$ cat src/aes128_pkg.sv
// shared types, constants and round functions for the aes-128 core
package aes128_pkg;

    typedef logic [127:0] t_block;
    typedef logic [31:0]  t_word;

    typedef enum logic [1:0] {
        ST_IDLE,
        ST_RUN,
        ST_DONE
    } t_state;

    typedef enum logic [1:0] {
        REG_KEY_HIGH = 2'd0,
        REG_KEY_LOW  = 2'd1,
        REG_MODE     = 2'd2
    } t_reg_idx;

    localparam int NUM_ROUNDS = 10;

    localparam logic [7:0] SBOX [256] = '{
        8'h63,8'h7c,8'h77,8'h7b,8'hf2,8'h6b,8'h6f,8'hc5,8'h30,8'h01,8'h67,8'h2b,8'hfe,8'hd7,8'hab,8'h76,
        8'hca,8'h82,8'hc9,8'h7d,8'hfa,8'h59,8'h47,8'hf0,8'had,8'hd4,8'ha2,8'haf,8'h9c,8'ha4,8'h72,8'hc0,
        8'hb7,8'hfd,8'h93,8'h26,8'h36,8'h3f,8'hf7,8'hcc,8'h34,8'ha5,8'he5,8'hf1,8'h71,8'hd8,8'h31,8'h15,
        8'h04,8'hc7,8'h23,8'hc3,8'h18,8'h96,8'h05,8'h9a,8'h07,8'h12,8'h80,8'he2,8'heb,8'h27,8'hb2,8'h75,
        8'h09,8'h83,8'h2c,8'h1a,8'h1b,8'h6e,8'h5a,8'ha0,8'h52,8'h3b,8'hd6,8'hb3,8'h29,8'he3,8'h2f,8'h84,
        8'h53,8'hd1,8'h00,8'hed,8'h20,8'hfc,8'hb1,8'h5b,8'h6a,8'hcb,8'hbe,8'h39,8'h4a,8'h4c,8'h58,8'hcf,
        8'hd0,8'hef,8'haa,8'hfb,8'h43,8'h4d,8'h33,8'h85,8'h45,8'hf9,8'h02,8'h7f,8'h50,8'h3c,8'h9f,8'ha8,
        8'h51,8'ha3,8'h40,8'h8f,8'h92,8'h9d,8'h38,8'hf5,8'hbc,8'hb6,8'hda,8'h21,8'h10,8'hff,8'hf3,8'hd2,
        8'hcd,8'h0c,8'h13,8'hec,8'h5f,8'h97,8'h44,8'h17,8'hc4,8'ha7,8'h7e,8'h3d,8'h64,8'h5d,8'h19,8'h73,
        8'h60,8'h81,8'h4f,8'hdc,8'h22,8'h2a,8'h90,8'h88,8'h46,8'hee,8'hb8,8'h14,8'hde,8'h5e,8'h0b,8'hdb,
        8'he0,8'h32,8'h3a,8'h0a,8'h49,8'h06,8'h24,8'h5c,8'hc2,8'hd3,8'hac,8'h62,8'h91,8'h95,8'he4,8'h79,
        8'he7,8'hc8,8'h37,8'h6d,8'h8d,8'hd5,8'h4e,8'ha9,8'h6c,8'h56,8'hf4,8'hea,8'h65,8'h7a,8'hae,8'h08,
        8'hba,8'h78,8'h25,8'h2e,8'h1c,8'ha6,8'hb4,8'hc6,8'he8,8'hdd,8'h74,8'h1f,8'h4b,8'hbd,8'h8b,8'h8a,
        8'h70,8'h3e,8'hb5,8'h66,8'h48,8'h03,8'hf6,8'h0e,8'h61,8'h35,8'h57,8'hb9,8'h86,8'hc1,8'h1d,8'h9e,
        8'he1,8'hf8,8'h98,8'h11,8'h69,8'hd9,8'h8e,8'h94,8'h9b,8'h1e,8'h87,8'he9,8'hce,8'h55,8'h28,8'hdf,
        8'h8c,8'ha1,8'h89,8'h0d,8'hbf,8'he6,8'h42,8'h68,8'h41,8'h99,8'h2d,8'h0f,8'hb0,8'h54,8'hbb,8'h16
    };

    localparam logic [7:0] INV_SBOX [256] = '{
        8'h52,8'h09,8'h6a,8'hd5,8'h30,8'h36,8'ha5,8'h38,8'hbf,8'h40,8'ha3,8'h9e,8'h81,8'hf3,8'hd7,8'hfb,
        8'h7c,8'he3,8'h39,8'h82,8'h9b,8'h2f,8'hff,8'h87,8'h34,8'h8e,8'h43,8'h44,8'hc4,8'hde,8'he9,8'hcb,
        8'h54,8'h7b,8'h94,8'h32,8'ha6,8'hc2,8'h23,8'h3d,8'hee,8'h4c,8'h95,8'h0b,8'h42,8'hfa,8'hc3,8'h4e,
        8'h08,8'h2e,8'ha1,8'h66,8'h28,8'hd9,8'h24,8'hb2,8'h76,8'h5b,8'ha2,8'h49,8'h6d,8'h8b,8'hd1,8'h25,
        8'h72,8'hf8,8'hf6,8'h64,8'h86,8'h68,8'h98,8'h16,8'hd4,8'ha4,8'h5c,8'hcc,8'h5d,8'h65,8'hb6,8'h92,
        8'h6c,8'h70,8'h48,8'h50,8'hfd,8'hed,8'hb9,8'hda,8'h5e,8'h15,8'h46,8'h57,8'ha7,8'h8d,8'h9d,8'h84,
        8'h90,8'hd8,8'hab,8'h00,8'h8c,8'hbc,8'hd3,8'h0a,8'hf7,8'he4,8'h58,8'h05,8'hb8,8'hb3,8'h45,8'h06,
        8'hd0,8'h2c,8'h1e,8'h8f,8'hca,8'h3f,8'h0f,8'h02,8'hc1,8'haf,8'hbd,8'h03,8'h01,8'h13,8'h8a,8'h6b,
        8'h3a,8'h91,8'h11,8'h41,8'h4f,8'h67,8'hdc,8'hea,8'h97,8'hf2,8'hcf,8'hce,8'hf0,8'hb4,8'he6,8'h73,
        8'h96,8'hac,8'h74,8'h22,8'he7,8'had,8'h35,8'h85,8'he2,8'hf9,8'h37,8'he8,8'h1c,8'h75,8'hdf,8'h6e,
        8'h47,8'hf1,8'h1a,8'h71,8'h1d,8'h29,8'hc5,8'h89,8'h6f,8'hb7,8'h62,8'h0e,8'haa,8'h18,8'hbe,8'h1b,
        8'hfc,8'h56,8'h3e,8'h4b,8'hc6,8'hd2,8'h79,8'h20,8'h9a,8'hdb,8'hc0,8'hfe,8'h78,8'hcd,8'h5a,8'hf4,
        8'h1f,8'hdd,8'ha8,8'h33,8'h88,8'h07,8'hc7,8'h31,8'hb1,8'h12,8'h10,8'h59,8'h27,8'h80,8'hec,8'h5f,
        8'h60,8'h51,8'h7f,8'ha9,8'h19,8'hb5,8'h4a,8'h0d,8'h2d,8'he5,8'h7a,8'h9f,8'h93,8'hc9,8'h9c,8'hef,
        8'ha0,8'he0,8'h3b,8'h4d,8'hae,8'h2a,8'hf5,8'hb0,8'hc8,8'heb,8'hbb,8'h3c,8'h83,8'h53,8'h99,8'h61,
        8'h17,8'h2b,8'h04,8'h7e,8'hba,8'h77,8'hd6,8'h26,8'he1,8'h69,8'h14,8'h63,8'h55,8'h21,8'h0c,8'h7d
    };

    localparam logic [7:0] RCON [10] = '{
        8'h01,8'h02,8'h04,8'h08,8'h10,8'h20,8'h40,8'h80,8'h1b,8'h36
    };

    function automatic logic [7:0] xtime(input logic [7:0] b);
        return {b[6:0], 1'b0} ^ (b[7] ? 8'h1b : 8'h00);
    endfunction

    function automatic t_word mix_col(input t_word w);
        logic [7:0] a0, a1, a2, a3;
        a0 = w[31:24]; a1 = w[23:16]; a2 = w[15:8]; a3 = w[7:0];
        return {xtime(a0) ^ xtime(a1) ^ a1 ^ a2 ^ a3,
                a0 ^ xtime(a1) ^ xtime(a2) ^ a2 ^ a3,
                a0 ^ a1 ^ xtime(a2) ^ xtime(a3) ^ a3,
                xtime(a0) ^ a0 ^ a1 ^ a2 ^ xtime(a3)};
    endfunction

    function automatic t_word inv_mix_col(input t_word w);
        logic [7:0] a0, a1, a2, a3, u, v;
        t_word p;
        a0 = w[31:24]; a1 = w[23:16]; a2 = w[15:8]; a3 = w[7:0];
        u = xtime(xtime(a0 ^ a2));
        v = xtime(xtime(a1 ^ a3));
        p = {a0 ^ u, a1 ^ v, a2 ^ u, a3 ^ v};
        return mix_col(p);
    endfunction

    function automatic t_word sub_word(input t_word w);
        return {SBOX[w[31:24]], SBOX[w[23:16]], SBOX[w[15:8]], SBOX[w[7:0]]};
    endfunction

endpackage

$ cat src/aes128_key_exp.sv
// round key expansion, one round key per cycle into a 44-word store
module aes128_key_exp (
    input  logic                 i_clk,
    input  logic                 i_rst_n,
    input  logic                 i_start,
    input  logic [127:0]         i_key,
    input  logic [3:0]           i_rd_round,
    output aes128_pkg::t_block   o_rd_key,
    output logic                 o_busy
);

    logic [127:0] r_store [11];
    logic [127:0] r_cur;
    logic [3:0]   r_cnt;
    logic         r_busy;
    logic [127:0] n_next;
    aes128_pkg::t_word t0, w0, w1, w2, w3;

    always_comb begin
        t0 = aes128_pkg::sub_word({r_cur[23:0], r_cur[31:24]})
             ^ {aes128_pkg::RCON[r_cnt - 4'd1], 24'h0};
        w0 = r_cur[127:96] ^ t0;
        w1 = r_cur[95:64] ^ w0;
        w2 = r_cur[63:32] ^ w1;
        w3 = r_cur[31:0] ^ w2;
        n_next = {w0, w1, w2, w3};
    end

    always_ff @(posedge i_clk) begin
        if (!i_rst_n) begin
            r_busy <= 1'b1;
            r_cnt  <= 4'd1;
            r_cur  <= '0;
            r_store[0] <= '0;
        end else if (i_start) begin
            r_busy <= 1'b1;
            r_cnt  <= 4'd1;
            r_cur  <= i_key;
            r_store[0] <= i_key;
        end else if (r_busy) begin
            r_store[r_cnt] <= n_next;
            r_cur <= n_next;
            if (r_cnt == 4'(aes128_pkg::NUM_ROUNDS)) begin
                r_busy <= 1'b0;
            end
            r_cnt <= r_cnt + 4'd1;
        end
    end

    assign o_rd_key = r_store[i_rd_round];
    assign o_busy   = r_busy;

`ifndef SYNTHESIS
    a_cnt_range: assert property (@(posedge i_clk) disable iff (!i_rst_n)
        r_busy |-> (r_cnt >= 4'd1 && r_cnt <= 4'(aes128_pkg::NUM_ROUNDS)))
        else $error("key counter out of range");
    a_start_busy: assert property (@(posedge i_clk) disable iff (!i_rst_n)
        i_start |=> r_busy)
        else $error("expansion did not start");
    a_done: assert property (@(posedge i_clk) disable iff (!i_rst_n)
        $fell(r_busy) |-> $past(r_cnt) == 4'(aes128_pkg::NUM_ROUNDS))
        else $error("expansion ended early");
`endif

endmodule

$ cat config.mk
export PLATFORM = sky130hd
export DESIGN_NAME = aes128_key_exp
export DESIGN_NICKNAME = d
export VERILOG_FILES = /design/src/aes128_pkg.sv /design/src/aes128_key_exp.sv
export SDC_FILE = /design/constraint.sdc
export NUM_CORES = 2
export LEC_CHECK = 0
export ABC_AREA = 1
export BUFFER_PORTS_ARGS = -buffer_cell sky130_fd_sc_hd__buf_4
export CORE_ASPECT_RATIO = 1.4
export CORE_MARGIN = 3
export CORE_UTILIZATION = 40
export CTS_CLUSTER_SIZE = 20
export DETAILED_ROUTE_END_ITERATION = 16
export PLACE_DENSITY = 0.58
export SLEW_MARGIN = 20
export SYNTH_ARGS = -nofsm -noshare
export SYNTH_HDL_FRONTEND = slang
export SYNTH_SLANG_ARGS = --single-unit
$ cat constraint.sdc
create_clock -name i_clk -period 16.8 [get_ports i_clk]
set_input_delay 3.36 -clock i_clk [delete_from_list [all_inputs] [get_ports i_clk]]
set_output_delay 3.36 -clock i_clk [all_outputs]
set_load 0.01 [all_outputs]
==> results.toml <==
[critical_path]
r2r_end = "r_store[7][31]"
r2r_setup_slack_ps = 11710
crit_path_start = "i_rd_round[1]"
rr_startpoint = "r_cur[17]"
required_ps = 13440
cp-start-kind = "primary input"
path_class = "primary input to primary output"
crit_path_max_fanout = 166
rr_worst_depth = 19
crit_end = "o_rd_key[4]"
endpoint_kind = "primary output"
worst_ep_arrival_time_ps = 7410

[clocking]
cts_resized = 0
h-tree-depth = 4
postCtsSetupRepairBufs = 0
cts_sinks = 1541
cts_hold_buf = 0
cts_inserted_buffers = 150
cts_tree = "done"
clockRootBuffer = "clkbuf_16"
path_clk_slew_ps = 60
clk_path_buf_depth = 3
clock_latency_ps = 800

[route]
antenna_left = 0
drc_errors = 0
routed_wl_um = 286000
vias = 60855
dr.first_iter.drc_count = 7151
first_pass_iters = 6
viasPerCell = 6.01
post_drt_wl_per_cell_um = 28.2

[synth]
synth_cell_types = 39
synthFlopType = "edfxtp_1"
synth_edf_count = 1408
synth_fp_nets = 7756
synth_most_common_cell = "nand2_1"
ys_ff_latch = 1541
yosysWarnings = 0
synth.top_cell.area_share = 0.575
avgSynthCellArea_um2 = 9.73
yosys.area.top_type = "edfxtp_1"
synth_common_cells = "1497 x nand2_1, 1408 x edfxtp_1, 1221 x nand3_1, 844 x o21ai_0, 783 x nor2_1"
synth_area_leaders = "edfxtp_1 57%, nand3_1 8.3%, nand2_1 7.6%, o21ai_0 5.7%, nor2_1 4.0%"
async_flop_share = 0
synth_area_um2 = 73600
ys_seq_area_frac = 0.611
syn_inst = 7557

[outcome]
run_status = "finished clean"

[floorplanning]
pin_count = 264
die_w_um = 368
core_um2 = 182000
die_y_um = 513
dieArea_um2 = 189000
start_util = 0.404
num_rows = 185

[global_routing]
grt_pass1_wl_um = 407000
grt_max_degree = 206
grt.total_usage = 0.293
grt_pass1_vias = 57841
antenna_found_initial = 27
gr-total-overflow = 0

[final_layout]
fill_cells = 17367
fin_nets = 7764
syn_to_final_growth_pct = 11.6
final_util = 0.451
seq_area_um2 = 45000
multi_input_area_um2 = 25500
layout-drive-gt1-share = 0.0879

[sta]
fmax_mhz = 92.9
fin_ws_ps = 6030
relSlewSlack = 0.134
finalCritPeriodShare = 0.641
finalMaxSlewViolations = 0
finalHoldViolations = 0
clock_skew_ps = 40.0
fin_crit_ps = 10770
setup_viol = 0
fin_hold_ws_ps = 484
tightest_slew_ps = 1280
rsz0062_at_grt = "false"
setup_tns_ps = 0

[power_and_ir_drop]
power.share.clock = 0.280
p_sw_frac = 0.372
p_seq_frac = 0.407
p_leak_nw = 30.0
combPwrFrac = 0.314
p_sw_w = 0.00427
ir_drop_uv = 94.6
power_density_nw_per_um2 = 140
internal-power_w = 0.00721

[place]
pre_cts_ws_ps = 6070
place_congestion = 1.02
io_buffers = 263
dp.final_hpwl_um = 183000

[flow_run]
cap_violations = 0

[hold_path]
hold_class = "register to register"
## final cells by class
| cell class | count | area share |
|---|---|---|
| Sequential cell | 1541 | 0.548 |
| Multi-Input combinational cell | 5230 | 0.311 |
| Clock buffer | 187 | 0.0482 |
| Tap cell | 2431 | 0.0370 |
| Timing Repair Buffer | 377 | 0.0364 |
| Inverter | 265 | 0.0123 |
| Clock inverter | 72 | 0.00725 |
| Antenna cell | 16 | 0.000488 |
## cell usage in the layout, fill, tap and decap left out, types with 25 or more instances in the layout
| cell | n |
|---|---|
| inv_1 | 236 |
| o211ai_1 | 226 |
| o221ai_1 | 116 |
| clkbuf_1 | 33 |
| o21bai_1 | 25 |
| clkinv_1 | 38 |
| buf_4 | 363 |
| a21oi_1 | 142 |
| o21ai_0 | 840 |
| nand2_1 | 1497 |
| clkbuf_16 | 152 |
| edfxtp_1 | 1408 |
| ha_1 | 63 |
| dfxtp_1 | 125 |
| o22ai_1 | 133 |
| nand3_1 | 1221 |
| nor2_1 | 771 |
## metrics by stage
stage | cell area (µm²) | total power (W) | cells
2_1_floorplan | 73600 | 0.00687 | 7557
3_3_place_gp | 77500 | 0.00826 | 9843
3_5_place_dp | 77500 | 0.00826 | 9843
4_1_cts | 82000 | 0.0114 | 10102
5_1_grt | 82100 | 0.0120 | 10104
6_report | 82100 | 0.0115 | 10119
## power by group through the flow
stage / clock [W] / combinational (W) / sequential (W)
2_1_floorplan: 0 / 0.00215 / 0.00472
3_3_place_gp: 0 / 0.00352 / 0.00474
3_5_place_dp: 0 / 0.00351 / 0.00475
4_1_cts: 0.00326 / 0.00352 / 0.00466
5_1_grt: 0.00341 / 0.00386 / 0.00468
6_report: 0.00321 / 0.00360 / 0.00467
## routing by layer
metal	GRT usage	part of all wire	routed length [µm]	up-vias
li1	-	-	-	27176
met3	0.0554	0.080	22800	662
met4	0.155	0.060	17100	10
met2	0.463	0.46	131000	2889
met1	0.384	0.40	115000	30118
met5	0	0.00022	64	-
## how the worst min path moves through the flow
stage | from | endpoint | slack (ps) | cells past startpoint
2_1_floorplan | r_cur[57] | r_cur[57] | 460 | 2
3_3_place_gp | r_cur[101] | r_cur[101] | 470 | 2
3_5_place_dp | r_cur[57] | r_cur[57] | 470 | 2
4_1_cts | r_cur[56] | r_cur[56] | 480 | 2
5_1_grt | r_cur[56] | r_cur[56] | 500 | 2
6_report | r_cur[56] | r_cur[56] | 480 | 2
## kinds of logic after synthesis
logic type                 after synthesis  synth area share
adders and majority gates               64            0.0110
DFF                                   1541             0.611
and+or+nand+nor                       3578             0.206
xor gates and xnor gates                 5          0.000595
AOI/OAI and AO/OA                     1583             0.127
buffers and inverters                  786            0.0438
## flip-flops by register name, summed over array words and instances (netlist names)
register	flops
r_store	1408
r_cur	128
r_cnt	4
o_busy	1
## critical path, stage by stage
cell and delay (ps):
clkbuf_8 290, inv_8 690, buf_12 620, buf_4 680, o21ai_0 210, o22ai_1 150, o21ai_0 100, o21ai_0 630
buf_4 250
Note: power is estimated with default switching activity, not from simulation.
